`src/hw/rtl/i2cram_pkg.sv`:
```
package i2cram_pkg;

    localparam int unsigned BUS_COUNT = 8;

    localparam logic [16:0] STRETCH_LIMIT_RESET = 17'd100000;
    localparam logic [7:0]  UNIT_TICKS_RESET    = 8'd1;

    // configuration register indexes
    localparam logic CFG_UNIT_TICKS    = 1'b0;
    localparam logic CFG_STRETCH_LIMIT = 1'b1;

    // sequencer phases
    localparam logic [4:0] PH_IDLE        = 5'd0;
    localparam logic [4:0] PH_ST_A        = 5'd1;
    localparam logic [4:0] PH_ST_B        = 5'd2;
    localparam logic [4:0] PH_TX_SETUP    = 5'd3;
    localparam logic [4:0] PH_TX_HIGH     = 5'd4;
    localparam logic [4:0] PH_TX_HOLD     = 5'd5;
    localparam logic [4:0] PH_ACK_LOW     = 5'd6;
    localparam logic [4:0] PH_ACK_STRETCH = 5'd7;
    localparam logic [4:0] PH_ACK_GIVEUP  = 5'd8;
    localparam logic [4:0] PH_ACK_HIGH    = 5'd9;
    localparam logic [4:0] PH_ACK_TAIL    = 5'd10;
    localparam logic [4:0] PH_RX_LOW      = 5'd11;
    localparam logic [4:0] PH_RX_HIGH1    = 5'd12;
    localparam logic [4:0] PH_RX_HIGH2    = 5'd13;
    localparam logic [4:0] PH_RX_TAIL     = 5'd14;
    localparam logic [4:0] PH_NK_LOW      = 5'd15;
    localparam logic [4:0] PH_NK_HIGH     = 5'd16;
    localparam logic [4:0] PH_NK_TAIL     = 5'd17;
    localparam logic [4:0] PH_SP_LOW      = 5'd18;
    localparam logic [4:0] PH_SP_HIGH     = 5'd19;

    // byte segment kinds
    localparam logic [2:0] SEG_START = 3'd0;
    localparam logic [2:0] SEG_AW    = 3'd1;
    localparam logic [2:0] SEG_HI    = 3'd2;
    localparam logic [2:0] SEG_LO    = 3'd3;
    localparam logic [2:0] SEG_DATA  = 3'd4;
    localparam logic [2:0] SEG_AR    = 3'd5;
    localparam logic [2:0] SEG_RECV  = 3'd6;
    localparam logic [2:0] SEG_STOP  = 3'd7;

    localparam logic [3:0] UNITS_1  = 4'd1;
    localparam logic [3:0] UNITS_2  = 4'd2;
    localparam logic [3:0] UNITS_4  = 4'd4;
    localparam logic [3:0] UNITS_10 = 4'd10;

    typedef struct packed {
        logic        is_read;
        logic        wide;
        logic [6:0]  dev;
        logic [15:0] regaddr;
        logic [7:0]  wbyte;
        logic [2:0]  bus;
    } cmd_t;

    typedef struct packed {
        logic [4:0]  phase;
        logic [2:0]  byte_step;
        logic [2:0]  bit_count;
        logic [7:0]  shift_byte;
        logic [11:0] delay_count;
        logic [16:0] stretch_count;
        logic        clk_low;
        logic        dat_low;
    } seq_t;

    // segment order per transaction shape: row is {is_read, wide}
    function automatic logic [2:0] seg_kind(logic [1:0] row, logic [2:0] step);
        logic [2:0] k;
        k = SEG_STOP;
        case (row)
            2'd0:
            begin
                case (step)
                    3'd0:    k = SEG_START;
                    3'd1:    k = SEG_AW;
                    3'd2:    k = SEG_LO;
                    3'd3:    k = SEG_DATA;
                    default: k = SEG_STOP;
                endcase
            end
            2'd1:
            begin
                case (step)
                    3'd0:    k = SEG_START;
                    3'd1:    k = SEG_AW;
                    3'd2:    k = SEG_HI;
                    3'd3:    k = SEG_LO;
                    3'd4:    k = SEG_DATA;
                    default: k = SEG_STOP;
                endcase
            end
            2'd2:
            begin
                case (step)
                    3'd0:    k = SEG_START;
                    3'd1:    k = SEG_AW;
                    3'd2:    k = SEG_LO;
                    3'd3:    k = SEG_START;
                    3'd4:    k = SEG_AR;
                    3'd5:    k = SEG_RECV;
                    default: k = SEG_STOP;
                endcase
            end
            default:
            begin
                case (step)
                    3'd0:    k = SEG_START;
                    3'd1:    k = SEG_AW;
                    3'd2:    k = SEG_HI;
                    3'd3:    k = SEG_LO;
                    3'd4:    k = SEG_START;
                    3'd5:    k = SEG_AR;
                    3'd6:    k = SEG_RECV;
                    default: k = SEG_STOP;
                endcase
            end
        endcase
        return k;
    endfunction

    function automatic logic [11:0] wait_len(logic [3:0] units, logic [7:0] u);
        logic [11:0] p;
        p = {8'd0, units} * {4'd0, u};
        return p;
    endfunction

    function automatic seq_t put_bit(seq_t s, logic [7:0] u);
        seq_t r;
        r = s;
        r.dat_low     = ~s.shift_byte[3'd7 - s.bit_count];
        r.delay_count = wait_len(UNITS_2, u);
        r.phase       = PH_TX_SETUP;
        return r;
    endfunction

    function automatic seq_t enter_seg(seq_t s, cmd_t c, logic [7:0] u);
        seq_t r;
        logic [2:0] kind;
        r = s;
        kind = seg_kind({c.is_read, c.wide}, s.byte_step);
        case (kind)
            SEG_START:
            begin
                r.clk_low     = 1'b0;
                r.dat_low     = 1'b0;
                r.delay_count = wait_len(UNITS_4, u);
                r.phase       = PH_ST_A;
            end
            SEG_RECV:
            begin
                r.clk_low     = 1'b1;
                r.dat_low     = 1'b0;
                r.shift_byte  = 8'd0;
                r.bit_count   = 3'd0;
                r.delay_count = wait_len(UNITS_4, u);
                r.phase       = PH_RX_LOW;
            end
            SEG_STOP:
            begin
                r.clk_low     = 1'b1;
                r.dat_low     = 1'b1;
                r.delay_count = wait_len(UNITS_4, u);
                r.phase       = PH_SP_LOW;
            end
            default:
            begin
                case (kind)
                    SEG_AW:  r.shift_byte = {c.dev, 1'b0};
                    SEG_AR:  r.shift_byte = {c.dev, 1'b1};
                    SEG_HI:  r.shift_byte = c.regaddr[15:8];
                    SEG_LO:  r.shift_byte = c.regaddr[7:0];
                    default: r.shift_byte = c.wbyte;
                endcase
                r.clk_low   = 1'b1;
                r.bit_count = 3'd0;
                r = put_bit(r, u);
            end
        endcase
        return r;
    endfunction

endpackage

```
`src/hw/rtl/i2c_register_access_master_unit.sv`:
```
// a word's result is registered at the edge that accepts it and shows on the outputs in the next cycle
// throughput: one word per cycle while in_stall is low; the bit sequencer takes a single step per tick word
// in_stall is high only while a result waits and out_stall holds it
// reset (rst_n low, asynchronous): sequencer idle, pins released, unit_ticks 1,
// stretch_limit 100000, latched command and received byte cleared
module i2c_register_access_master_unit
(
    input  logic        clk,
    input  logic        rst_n,

    // configuration write port
    input  logic        cfg_write_en,
    input  logic        cfg_index,
    input  logic [16:0] cfg_data,

    // input channel
    input  logic        in_valid,
    output logic        in_stall,
    input  logic        action,
    input  logic        is_read,
    input  logic        wide_register_address,
    input  logic [6:0]  device_address,
    input  logic [15:0] register_address,
    input  logic [7:0]  write_byte,
    input  logic [2:0]  bus_number,
    input  logic        clock_pin_level,
    input  logic        data_pin_level,

    // result channel
    output logic        out_valid,
    input  logic        out_stall,
    output logic        busy_res,
    output logic        done_res,
    output logic        failed,
    output logic [7:0]  read_byte,
    output logic [2:0]  active_bus,
    output logic        clock_drive_low,
    output logic        data_drive_low
);

    // configuration registers
    logic [7:0]  unit_ticks_reg;
    logic [16:0] stretch_limit_reg;

    // sequencer state
    i2cram_pkg::seq_t seq_reg, seq_next;
    i2cram_pkg::cmd_t cmd_reg, cmd_next;
    logic             nack_reg, nack_next;
    logic [7:0]       rx_reg, rx_next;

    // result register
    logic             out_valid_reg;
    logic             busy_reg, done_reg, failed_reg;
    logic [7:0]       read_byte_reg;
    logic [2:0]       active_bus_reg;
    logic             clk_low_reg, dat_low_reg;

    logic             in_accept;
    logic             out_take;
    logic [7:0]       unit;
    logic             done_c, fail_c;
    i2cram_pkg::cmd_t cmd_in;

    // a zero unit count behaves as one
    assign unit = (unit_ticks_reg == 8'd0) ? 8'd1 : unit_ticks_reg;

    // one-deep output register: a new word enters whenever the slot is free or emptying
    assign in_stall  = out_valid_reg & out_stall;
    assign in_accept = in_valid & ~in_stall;
    assign out_take  = out_valid_reg & ~out_stall;

    assign cmd_in = '{is_read: is_read, wide: wide_register_address, dev: device_address,
                      regaddr: register_address, wbyte: write_byte, bus: bus_number};

    always_ff @(posedge clk or negedge rst_n)
    begin
        if (!rst_n)
        begin
            unit_ticks_reg    <= i2cram_pkg::UNIT_TICKS_RESET;
            stretch_limit_reg <= i2cram_pkg::STRETCH_LIMIT_RESET;
        end
        else if (cfg_write_en)
        begin
            case (cfg_index)
                i2cram_pkg::CFG_UNIT_TICKS:    unit_ticks_reg    <= cfg_data[7:0];
                i2cram_pkg::CFG_STRETCH_LIMIT: stretch_limit_reg <= cfg_data;
                default:                       unit_ticks_reg    <= unit_ticks_reg;
            endcase
        end
    end

    // one sequencer step per accepted word
    always_comb
    begin
        seq_next  = seq_reg;
        cmd_next  = cmd_reg;
        nack_next = nack_reg;
        rx_next   = rx_reg;
        done_c    = 1'b0;
        fail_c    = 1'b0;
        if (!action)
        begin
            // command: taken only while idle
            if (seq_reg.phase == i2cram_pkg::PH_IDLE)
            begin
                cmd_next  = cmd_in;
                nack_next = 1'b0;
                if ({1'b0, bus_number} >= 4'(i2cram_pkg::BUS_COUNT))
                begin
                    done_c = 1'b1;
                    fail_c = 1'b1;
                end
                else
                begin
                    seq_next.byte_step = 3'd0;
                    seq_next = i2cram_pkg::enter_seg(seq_next, cmd_in, unit);
                end
            end
        end
        else if (seq_reg.phase != i2cram_pkg::PH_IDLE)
        begin
            if (seq_reg.delay_count > 12'd1)
            begin
                seq_next.delay_count = seq_reg.delay_count - 12'd1;
            end
            else
            begin
                // end of the current wait
                case (seq_reg.phase)
                    i2cram_pkg::PH_ST_A:
                    begin
                        seq_next.dat_low     = 1'b1;
                        seq_next.delay_count = i2cram_pkg::wait_len(i2cram_pkg::UNITS_4, unit);
                        seq_next.phase       = i2cram_pkg::PH_ST_B;
                    end
                    i2cram_pkg::PH_ST_B:
                    begin
                        seq_next.clk_low   = 1'b1;
                        seq_next.byte_step = seq_reg.byte_step + 3'd1;
                        seq_next = i2cram_pkg::enter_seg(seq_next, cmd_reg, unit);
                    end
                    i2cram_pkg::PH_TX_SETUP:
                    begin
                        seq_next.clk_low     = 1'b0;
                        seq_next.delay_count = i2cram_pkg::wait_len(i2cram_pkg::UNITS_4, unit);
                        seq_next.phase       = i2cram_pkg::PH_TX_HIGH;
                    end
                    i2cram_pkg::PH_TX_HIGH:
                    begin
                        seq_next.clk_low     = 1'b1;
                        seq_next.delay_count = i2cram_pkg::wait_len(i2cram_pkg::UNITS_2, unit);
                        seq_next.phase       = i2cram_pkg::PH_TX_HOLD;
                    end
                    i2cram_pkg::PH_TX_HOLD:
                    begin
                        if (seq_reg.bit_count == 3'd7)
                        begin
                            // release sda for the ack slot
                            seq_next.dat_low     = 1'b0;
                            seq_next.clk_low     = 1'b1;
                            seq_next.delay_count =
                                i2cram_pkg::wait_len(i2cram_pkg::UNITS_10, unit);
                            seq_next.phase       = i2cram_pkg::PH_ACK_LOW;
                        end
                        else
                        begin
                            seq_next.bit_count = seq_reg.bit_count + 3'd1;
                            seq_next = i2cram_pkg::put_bit(seq_next, unit);
                        end
                    end
                    i2cram_pkg::PH_ACK_LOW:
                    begin
                        // release scl, look for stretching on the next tick
                        seq_next.clk_low       = 1'b0;
                        seq_next.stretch_count = 17'd0;
                        seq_next.delay_count   = 12'd1;
                        seq_next.phase         = i2cram_pkg::PH_ACK_STRETCH;
                    end
                    i2cram_pkg::PH_ACK_STRETCH:
                    begin
                        if (clock_pin_level)
                        begin
                            seq_next.delay_count =
                                i2cram_pkg::wait_len(i2cram_pkg::UNITS_10, unit);
                            seq_next.phase       = i2cram_pkg::PH_ACK_HIGH;
                        end
                        else if (seq_reg.stretch_count >= stretch_limit_reg)
                        begin
                            // target held scl too long: carry on regardless
                            seq_next.stretch_count = 17'd0;
                            seq_next.delay_count   =
                                i2cram_pkg::wait_len(i2cram_pkg::UNITS_1, unit);
                            seq_next.phase         = i2cram_pkg::PH_ACK_GIVEUP;
                        end
                        else
                        begin
                            seq_next.stretch_count = seq_reg.stretch_count + 17'd1;
                            seq_next.delay_count   =
                                i2cram_pkg::wait_len(i2cram_pkg::UNITS_1, unit);
                            seq_next.phase         = i2cram_pkg::PH_ACK_STRETCH;
                        end
                    end
                    i2cram_pkg::PH_ACK_GIVEUP:
                    begin
                        seq_next.delay_count = i2cram_pkg::wait_len(i2cram_pkg::UNITS_10, unit);
                        seq_next.phase       = i2cram_pkg::PH_ACK_HIGH;
                    end
                    i2cram_pkg::PH_ACK_HIGH:
                    begin
                        // sda high in the ack slot is a nack
                        if (data_pin_level)
                        begin
                            nack_next = 1'b1;
                        end
                        seq_next.clk_low     = 1'b1;
                        seq_next.delay_count = i2cram_pkg::wait_len(i2cram_pkg::UNITS_2, unit);
                        seq_next.phase       = i2cram_pkg::PH_ACK_TAIL;
                    end
                    i2cram_pkg::PH_ACK_TAIL:
                    begin
                        if (nack_reg)
                        begin
                            seq_next.clk_low     = 1'b1;
                            seq_next.dat_low     = 1'b1;
                            seq_next.delay_count =
                                i2cram_pkg::wait_len(i2cram_pkg::UNITS_4, unit);
                            seq_next.phase       = i2cram_pkg::PH_SP_LOW;
                        end
                        else
                        begin
                            seq_next.byte_step = seq_reg.byte_step + 3'd1;
                            seq_next = i2cram_pkg::enter_seg(seq_next, cmd_reg, unit);
                        end
                    end
                    i2cram_pkg::PH_RX_LOW:
                    begin
                        seq_next.clk_low     = 1'b0;
                        seq_next.delay_count = i2cram_pkg::wait_len(i2cram_pkg::UNITS_2, unit);
                        seq_next.phase       = i2cram_pkg::PH_RX_HIGH1;
                    end
                    i2cram_pkg::PH_RX_HIGH1:
                    begin
                        // sample sda mid clock-high
                        seq_next.shift_byte  = {seq_reg.shift_byte[6:0], data_pin_level};
                        seq_next.delay_count = i2cram_pkg::wait_len(i2cram_pkg::UNITS_2, unit);
                        seq_next.phase       = i2cram_pkg::PH_RX_HIGH2;
                    end
                    i2cram_pkg::PH_RX_HIGH2:
                    begin
                        seq_next.clk_low     = 1'b1;
                        seq_next.delay_count = i2cram_pkg::wait_len(i2cram_pkg::UNITS_4, unit);
                        seq_next.phase       = i2cram_pkg::PH_RX_TAIL;
                    end
                    i2cram_pkg::PH_RX_TAIL:
                    begin
                        if (seq_reg.bit_count == 3'd7)
                        begin
                            // master nack: leave sda released
                            seq_next.clk_low     = 1'b1;
                            seq_next.dat_low     = 1'b0;
                            seq_next.delay_count =
                                i2cram_pkg::wait_len(i2cram_pkg::UNITS_4, unit);
                            seq_next.phase       = i2cram_pkg::PH_NK_LOW;
                        end
                        else
                        begin
                            seq_next.bit_count   = seq_reg.bit_count + 3'd1;
                            seq_next.clk_low     = 1'b0;
                            seq_next.delay_count =
                                i2cram_pkg::wait_len(i2cram_pkg::UNITS_2, unit);
                            seq_next.phase       = i2cram_pkg::PH_RX_HIGH1;
                        end
                    end
                    i2cram_pkg::PH_NK_LOW:
                    begin
                        seq_next.clk_low     = 1'b0;
                        seq_next.delay_count = i2cram_pkg::wait_len(i2cram_pkg::UNITS_4, unit);
                        seq_next.phase       = i2cram_pkg::PH_NK_HIGH;
                    end
                    i2cram_pkg::PH_NK_HIGH:
                    begin
                        seq_next.clk_low     = 1'b1;
                        seq_next.delay_count = i2cram_pkg::wait_len(i2cram_pkg::UNITS_4, unit);
                        seq_next.phase       = i2cram_pkg::PH_NK_TAIL;
                    end
                    i2cram_pkg::PH_NK_TAIL:
                    begin
                        seq_next.byte_step = seq_reg.byte_step + 3'd1;
                        seq_next = i2cram_pkg::enter_seg(seq_next, cmd_reg, unit);
                    end
                    i2cram_pkg::PH_SP_LOW:
                    begin
                        seq_next.clk_low     = 1'b0;
                        seq_next.delay_count = i2cram_pkg::wait_len(i2cram_pkg::UNITS_4, unit);
                        seq_next.phase       = i2cram_pkg::PH_SP_HIGH;
                    end
                    i2cram_pkg::PH_SP_HIGH:
                    begin
                        // sda rises with scl high: stop, transaction over
                        seq_next.dat_low     = 1'b0;
                        seq_next.phase       = i2cram_pkg::PH_IDLE;
                        seq_next.delay_count = 12'd0;
                        if (!nack_reg && cmd_reg.is_read)
                        begin
                            rx_next = seq_reg.shift_byte;
                        end
                        done_c = 1'b1;
                        fail_c = nack_reg;
                    end
                    default:
                    begin
                        seq_next.phase       = i2cram_pkg::PH_IDLE;
                        seq_next.delay_count = 12'd0;
                        seq_next.clk_low     = 1'b0;
                        seq_next.dat_low     = 1'b0;
                    end
                endcase
            end
        end
    end

    always_ff @(posedge clk or negedge rst_n)
    begin
        if (!rst_n)
        begin
            seq_reg  <= '0;
            cmd_reg  <= '0;
            nack_reg <= 1'b0;
            rx_reg   <= 8'd0;
        end
        else if (in_accept)
        begin
            seq_reg  <= seq_next;
            cmd_reg  <= cmd_next;
            nack_reg <= nack_next;
            rx_reg   <= rx_next;
        end
    end

    // result register handshake
    always_ff @(posedge clk or negedge rst_n)
    begin
        if (!rst_n)
        begin
            out_valid_reg <= 1'b0;
        end
        else if (in_accept)
        begin
            out_valid_reg <= 1'b1;
        end
        else if (out_take)
        begin
            out_valid_reg <= 1'b0;
        end
    end

    // result payload
    always_ff @(posedge clk)
    begin
        if (in_accept)
        begin
            busy_reg       <= (seq_next.phase != i2cram_pkg::PH_IDLE);
            done_reg       <= done_c;
            failed_reg     <= done_c & fail_c;
            read_byte_reg  <= rx_next;
            active_bus_reg <= cmd_next.bus;
            clk_low_reg    <= seq_next.clk_low;
            dat_low_reg    <= seq_next.dat_low;
        end
    end

    assign out_valid       = out_valid_reg;
    assign busy_res        = busy_reg;
    assign done_res        = done_reg;
    assign failed          = failed_reg;
    assign read_byte       = read_byte_reg;
    assign active_bus      = active_bus_reg;
    assign clock_drive_low = clk_low_reg;
    assign data_drive_low  = dat_low_reg;

endmodule

```
`config.mk`:
```
export PLATFORM = sky130hd
export DESIGN_NAME = i2c_register_access_master_unit
export DESIGN_NICKNAME = d
export VERILOG_FILES = /design/src/hw/rtl/i2cram_pkg.sv /design/src/hw/rtl/i2c_register_access_master_unit.sv
export SDC_FILE = /design/constraint.sdc
export NUM_CORES = 1
export LEC_CHECK = 0
export ABC_AREA = 1
export BUFFER_PORTS_ARGS = -buffer_cell sky130_fd_sc_hd__buf_2
export CAP_MARGIN = 0
export CORE_MARGIN = 2
export CORE_UTILIZATION = 60
export CTS_BUF_LIST = sky130_fd_sc_hd__clkbuf_4 sky130_fd_sc_hd__clkbuf_8 sky130_fd_sc_hd__clkbuf_16
export DETAILED_ROUTE_END_ITERATION = 10
export PLACE_DENSITY = 0.8
export SLEW_MARGIN = 20
export SYNTH_ARGS = -nofsm -noshare
export SYNTH_HDL_FRONTEND = slang
export SYNTH_SLANG_ARGS = --single-unit
```
`constraint.sdc`:
```
create_clock -name clk -period 3.1 [get_ports clk]
set_input_delay 0.155 -clock clk [delete_from_list [all_inputs] [get_ports clk]]
set_output_delay 0.155 -clock clk [all_outputs]
set_load 0.01 [all_outputs]
```
-- Word-level counts from Yosys, hierarchy flattened
Index checks and enable logic that the tools add are counted.
- add/subtract/negate cells: 5
- reductions and logical operators: 40
- equal/unequal tests: 68
- order comparisons: 3
- bitwise operators: 14
- multiply operators: 1
- muxes and demuxes: 117
- operator list (cell ; number):
    $mux W8 ; 25
    $mux W50 ; 3
    $pmux W8 S4 ; 4
    $pmux W12 S10 ; 1
    $pmux W5 S18 ; 1
    $pmux W11 S2 ; 4
    $mux W10 ; 6
    $pmux W5 S3 ; 4
    $mux W3 ; 19
    $eq A3 B3 Y1 const B ; 16
    $pmux W3 S5 ; 3
    $eq A5 B4 Y1 const B ; 8
    $pmux W8 S5 ; 1
    $mux W19 ; 2
    $mux W12 ; 3
    $mux W17 ; 2
    $pmux W17 S2 ; 1
    $eq A3 B2 Y1 const B ; 10
    $pmux W2 S3 ; 4
    $eq A5 B3 Y1 const B ; 4
    $eq A5 B5 Y1 const B ; 4
    $mux W1 ; 19
    $ne A3 B3 Y1 const B ; 6
    $pmux W3 S3 ; 2
    other kinds (49) ; 96
- flip-flop bits (word level): 137
- bits of input ports: 62
- logic and storage cells: 274
- output and inout port bits: 18

-- Longest topological paths before layout
- word-level depth: 26
- gate-level depth with buffers: 22
- depth with buffers taken out: 22

-- Worst setup path before layout
OpenSTA, ideal clock, no wires.
- path kind: register to register
- from: register unit_ticks_reg[4]
- to: register seq_reg[24] (netlist name)
- setup time: 0.087 ns
- required time: 3.013 ns
- period minus slack after synthesis: 2.598 ns
- setup slack: 0.502 ns
- stages on the path, launching flop included: 18
- data arrival time: 2.511 ns
- cell sequence: dfrtp_1 -> clkbuf_1 -> inv_1 -> nand3_1 -> inv_1 -> a41oi_1 -> inv_1 -> ha_1 -> ha_1 -> inv_1 -> fa_1 -> o21ai_0 -> a21oi_1 -> nor2_1 -> nor2_1 -> nand3_1 -> nand2_1 -> a22oi_1
- cells in the longest elaborated chain, start to end: 8
- elaborated cells on any way between the ends: 16
- classes of those cells: mul: 1; mux: 14; reduce/logical: 1
- RTL lines (item ; line ; text):
    start, declared ; i2c_register_access_master_unit.sv:42 ; logic [7:0] unit_ticks_reg;
    start signal, assigned ; i2c_register_access_master_unit.sv:79 ; unit_ticks_reg <= i2cram_pkg::UNIT_TICKS_RESET;
    start signal, assigned ; i2c_register_access_master_unit.sv:85 ; i2cram_pkg::CFG_UNIT_TICKS: unit_ticks_reg <= cfg_data[7:0];
    start signal, assigned ; i2c_register_access_master_unit.sv:87 ; default: unit_ticks_reg <= unit_ticks_reg;
    $logic_not A8 Y1 ; i2c_register_access_master_unit.sv:65 ; assign unit = (unit_ticks_reg == 8'd0) ? 8'd1 : unit_ticks_reg;
    $mux W8 * ; i2c_register_access_master_unit.sv:65 ;
    $mul A3 B8 Y11 / $mux W10 (equally long branches) ; i2cram_pkg.sv:126, i2cram_pkg.sv:144 ;
    $mux W12 (tied with other cells) ; i2c_register_access_master_unit.sv:181 ; if (clock_pin_level)
    $pmux W12 S10 ; i2c_register_access_master_unit.sv:129 ; case (seq_reg.phase)
    $mux W12 ; i2c_register_access_master_unit.sv:122 ; if (seq_reg.delay_count > 12'd1)
    $mux W50 ; i2c_register_access_master_unit.sv:120 ; else if (seq_reg.phase != i2cram_pkg::PH_IDLE)
    $mux W50 * ; i2c_register_access_master_unit.sv:101 ; if (!action)
    end signal, assigned ; i2c_register_access_master_unit.sv:333 ; seq_reg <= seq_next;
    end, declared ; i2c_register_access_master_unit.sv:46 ; i2cram_pkg::seq_t seq_reg, seq_next;
Every way passes the cells marked *; elsewhere a longest branch is shown, timed or not. The select of a mux whose other input is x is not followed.
A chain may end at the register's enable or synchronous reset.

-- Final worst setup path
- from: register unit_ticks_reg[2]
- to: register seq_reg[29] (netlist name)
- cells in the longest elaborated chain, start to end: 8
- elaborated cells on any way between the ends: 9
- classes of those cells: mul: 1; mux: 7; reduce/logical: 1
- RTL lines (item ; line ; text):
    $logic_not A8 Y1 ; i2c_register_access_master_unit.sv:65 ;
    $mux W8 * ; i2c_register_access_master_unit.sv:65 ;
    $mul A3 B8 Y11 * ; i2cram_pkg.sv:126 ; p = {8'd0, units} * {4'd0, u};
    $mux W12, on equally long branches ; i2c_register_access_master_unit.sv:181, i2c_register_access_master_unit.sv:156 ;
    $pmux W12 S10 * ; i2c_register_access_master_unit.sv:129 ;
    $mux W12 * ; i2c_register_access_master_unit.sv:122 ;
    $mux W50 * ; i2c_register_access_master_unit.sv:120 ;
    $mux W50 * ; i2c_register_access_master_unit.sv:101 ;
Marked as above.

==> impl_metrics.env <==
export IMPL_final_util_pct=75.0
export IMPL_synth_top_flop_cell="dfrtp_1"
export IMPL_core_sq_um=14000
export IMPL_grt_pass1_wl_um=38600
export IMPL_areaGrowthSynthToFinish_pct=21.5
export IMPL_ys_ff_latch=137
export IMPL_p_leak_nw=5.19
export IMPL_io_buffers=79
export IMPL_slowest_stage="dfrtp_1"
export IMPL_largest_reg_flops=50
export IMPL_worst_pin_slew_ps=945
export IMPL_synth_distinct_cells=61
export IMPL_seq_power_share_pct=32.6
export IMPL_pwr_share_comb_pct=44.4
export IMPL_p_sw_share_pct=42.6
export IMPL_fin_total_pwr_w=0.00830
export IMPL_clk_pin_slew_worst_paths_ps=60
export IMPL_drc_errors=0
export IMPL_cp_start_kind="register"
export IMPL_setup_viol_count_final=0
export IMPL_fin_nets=1374
export IMPL_async_flop_share_pct=88.3
export IMPL_dieHeight_um=124
export IMPL_die_area_sq_um=15400
export IMPL_arrival_ps=3270
export IMPL_worstPathRequired_ps=3450
export IMPL_rsz0062_at_grt="yes"
export IMPL_drt_iter0_markers=855
export IMPL_ios=80
export IMPL_timing_final_hold_violations=0
export IMPL_fin_crit_ps=2930
export IMPL_synth_area_per_cell_sq_um=7.71
export IMPL_synth_nets=1220
export IMPL_cap_violations=0
export IMPL_crit_top_cell="inv_1"
export IMPL_clockRootBuffer="clkbuf_16"
export IMPL_slew_violations=0
export IMPL_clock_fmax_mhz=341
export IMPL_insertion_delay_ps=430
export IMPL_dp_cells=1383
export IMPL_cts_tree="built"
export IMPL_syn_cell_area_sq_um=8630
export IMPL_antenna_found_initial=0
export IMPL_path_cells="inv_1 -> nand3_1 -> inv_1 -> a41oi_1 -> inv_1 -> ha_1 -> ha_1 -> inv_1 -> fa_1 -> o21ai_0 -> nand2_1 -> nand2_1 -> a21oi_1 -> xor2_1 -> o21ai_0 -> nand3_1 -> o21ai_0"
export IMPL_routed_wl_um=23900
export IMPL_irDropWorstVdd_mv=0.664
export IMPL_htree_levels=4
export IMPL_detail_route_antenna_nets=0
export IMPL_first_global_vias=7898
export IMPL_power_density_nw_per_um2=792
export IMPL_n_antenna_cell=0
export IMPL_hpwl_um=16500
export IMPL_synthesis_instances=1119
export IMPL_wire_per_inst_um=16.3
export IMPL_grt_overflow_total=0
export IMPL_drt_pre_antenna_iters=5
export IMPL_clock_power_share_pct=23.1
export IMPL_start_util_pct=61.7
export IMPL_synth_edf_count=16
export IMPL_switchingPower_w=0.00354
export IMPL_row_count=43
export IMPL_gp_congestion=1.03
export IMPL_synth_warnings=0
export IMPL_drive_gt1_share_pct=17.3
export IMPL_clockBufferDepth=2
export IMPL_critical_path_class="reg2reg"
export IMPL_cp_max_fo=7
export IMPL_cts_buffers_inserted=17
export IMPL_cp_end_kind="register"
export IMPL_worst_slack_ps=172
export IMPL_outcome="complete, no violations"
export IMPL_track_usage_pct=32.6
export IMPL_dp_slack_ps=182
export IMPL_yosysSeqAreaShare_pct=40.8
export IMPL_internal_power_w=0.00476
export IMPL_cts_sinks=137
export IMPL_grt_max_degree=66
export IMPL_die_x_um=124
export IMPL_instances_no_fill=1466
export IMPL_skew_ps=14.0
export IMPL_hp_class="in2reg"
export IMPL_period_share_pct=94.5
export IMPL_via_per_inst=5.62
export IMPL_relSlewSlack_pct=36.8
export IMPL_num_vias=8235
export IMPL_crit_path_max_incr_delay_ps=460
synth_stat cells, drive strengths merged (2+ instances only):
cell     instances  area, sq um
a221oi           2         17.5
o22a             2         17.5
xnor2            8         70.1
dfstp            7          184
o22ai           10         62.6
or2              3         18.8
buf              5         21.3
a21oi           71          370
clkbuf          23         86.3
o221ai           4         35.0
nor2           132          510
o211ai          13         97.6
xor2            11         96.3
dfrtp          114         2850
ha              38          475
nand3b           2         15.0
nor4             7         80.1
nand4           15         93.8
a22oi            7         52.6
inv            156          586
o21ai           87          443
mux2            33          372
o2111ai          2         17.5
a31oi            3         18.8
nor3b            3         22.5
a21boi           4         30.0
edfxtp          16          480
nand3           46          230
nor3            25          153
nand2          255          982
per-stage QoR:
| step | setup TNS [ps] | instance area [sq um] | hold WS [ps] |
|---|---|---|---|
| final | 0 | 10500 | 2.89 |
| after global routing | -46.6 | 10500 | 20.7 |
| after CTS | 0 | 10400 | 4.03 |
| after floorplan | 0 | 8630 | -141 |
| after detailed placement | 0 | 9410 | 270 |
| after global placement | 0 | 9410 | 267 |
critical path, delay by kind of cell (launching register included):
kind,cells,cell delay [ps]
AOI/OAI and AO/OA,5,750
adders and majority gates,3,740
and+or+nand+nor,4,330
buffers and inverters,4,440
xor gates and xnor gates,1,140
DFF,1,460
cells in the final DEF, fill, tap and decap left out, types with 5 or more instances in the layout:
| cell type | instances |
|---|---|
| nor2_1 | 126 |
| edfxtp_1 | 16 |
| buf_2 | 78 |
| mux2_2 | 33 |
| dfstp_2 | 7 |
| o21ai_0 | 83 |
| clkbuf_16 | 17 |
| inv_2 | 6 |
| nand4_1 | 15 |
| dfrtp_1 | 114 |
| a21oi_1 | 68 |
| buf_4 | 35 |
| nor3_1 | 22 |
| nand3_1 | 46 |
| a22oi_1 | 7 |
| dlygate4sd3_1 | 48 |
| xor2_1 | 11 |
| o22ai_1 | 10 |
| o211ai_1 | 13 |
| xnor2_1 | 8 |
| nand2_1 | 248 |
| inv_1 | 150 |
| ha_1 | 38 |
| nor2_2 | 5 |
final cells by class:
class,count,area [sq um]
inverters,156,586
clock buffers,21,462
repair buffers,162,1150
multi-input cells,799,4450
fillers,1031,3500
well taps,180,225
flip-flops and latches,137,3520
clock inverters,11,88.8
final timing paths:
kind,from,to,slack [ps],cells past startpoint
worst min register to register,rx_reg[7]$_DFFE_PN0P_,rx_reg[7]$_DFFE_PN0P_,490,2
worst max-delay path,unit_ticks_reg[2]$_DFFE_PN0P_,seq_reg[29]$_DFFE_PN0P_,170,17
worst min-delay path,wide_register_address,cmd_reg[34]$_DFFE_PN0P_,3,3
worst max register to register,unit_ticks_reg[2]$_DFFE_PN0P_,seq_reg[29]$_DFFE_PN0P_,170,17
min in group asynchronous,rst_n,seq_reg[29]$_DFFE_PN0P_,330,2
max in group asynchronous,rst_n,stretch_limit_reg[7]$_DFFE_PN1P_,1950,3
power by group through the flow:
| stage | Sequential, W | Clock [W] | Combinational [W] |
|---|---|---|---|
| 2_1_floorplan | 0.00259 | 0 | 0.00251 |
| 3_3_place_gp | 0.00269 | 0 | 0.00339 |
| 3_5_place_dp | 0.00270 | 0 | 0.00344 |
| 4_1_cts | 0.00268 | 0.00192 | 0.00353 |
| 5_1_grt | 0.00276 | 0.00201 | 0.00407 |
| 6_report | 0.00270 | 0.00191 | 0.00368 |
timing repair:
item                                   in CTS  in global routing
hold buffers                               48                  0
setup buffers                               0                  2
setup endpoints to repair                   0                  6
endpoints found under the hold margin     103                  0
resized for setup                           0                  7
kinds of logic (layout without fill, tap and decap cells):
| group | Yosys count | count (layout) | share of synthesized area, % |
|---|---|---|---|
| xor gates and xnor gates | 19 | 19 | 1.93 |
| AOI/OAI and AO/OA | 216 | 217 | 14.6 |
| muxes | 33 | 33 | 4.31 |
| DFF | 137 | 137 | 40.8 |
| adders and majority gates | 39 | 39 | 5.74 |
| and+or+nand+nor | 491 | 491 | 24.6 |
| buffers and inverters | 184 | 350 | 8.03 |
routing by layer:
metal	GRT usage [%]	vias up	part of all wire [%]
li1	-	4022	-
met1	42.4	3813	43
met2	54.3	350	48
met3	6.18	50	6.6
met4	12.1	0	2.5
met5	0	-	0
Power figures use the tool's default switching activity.
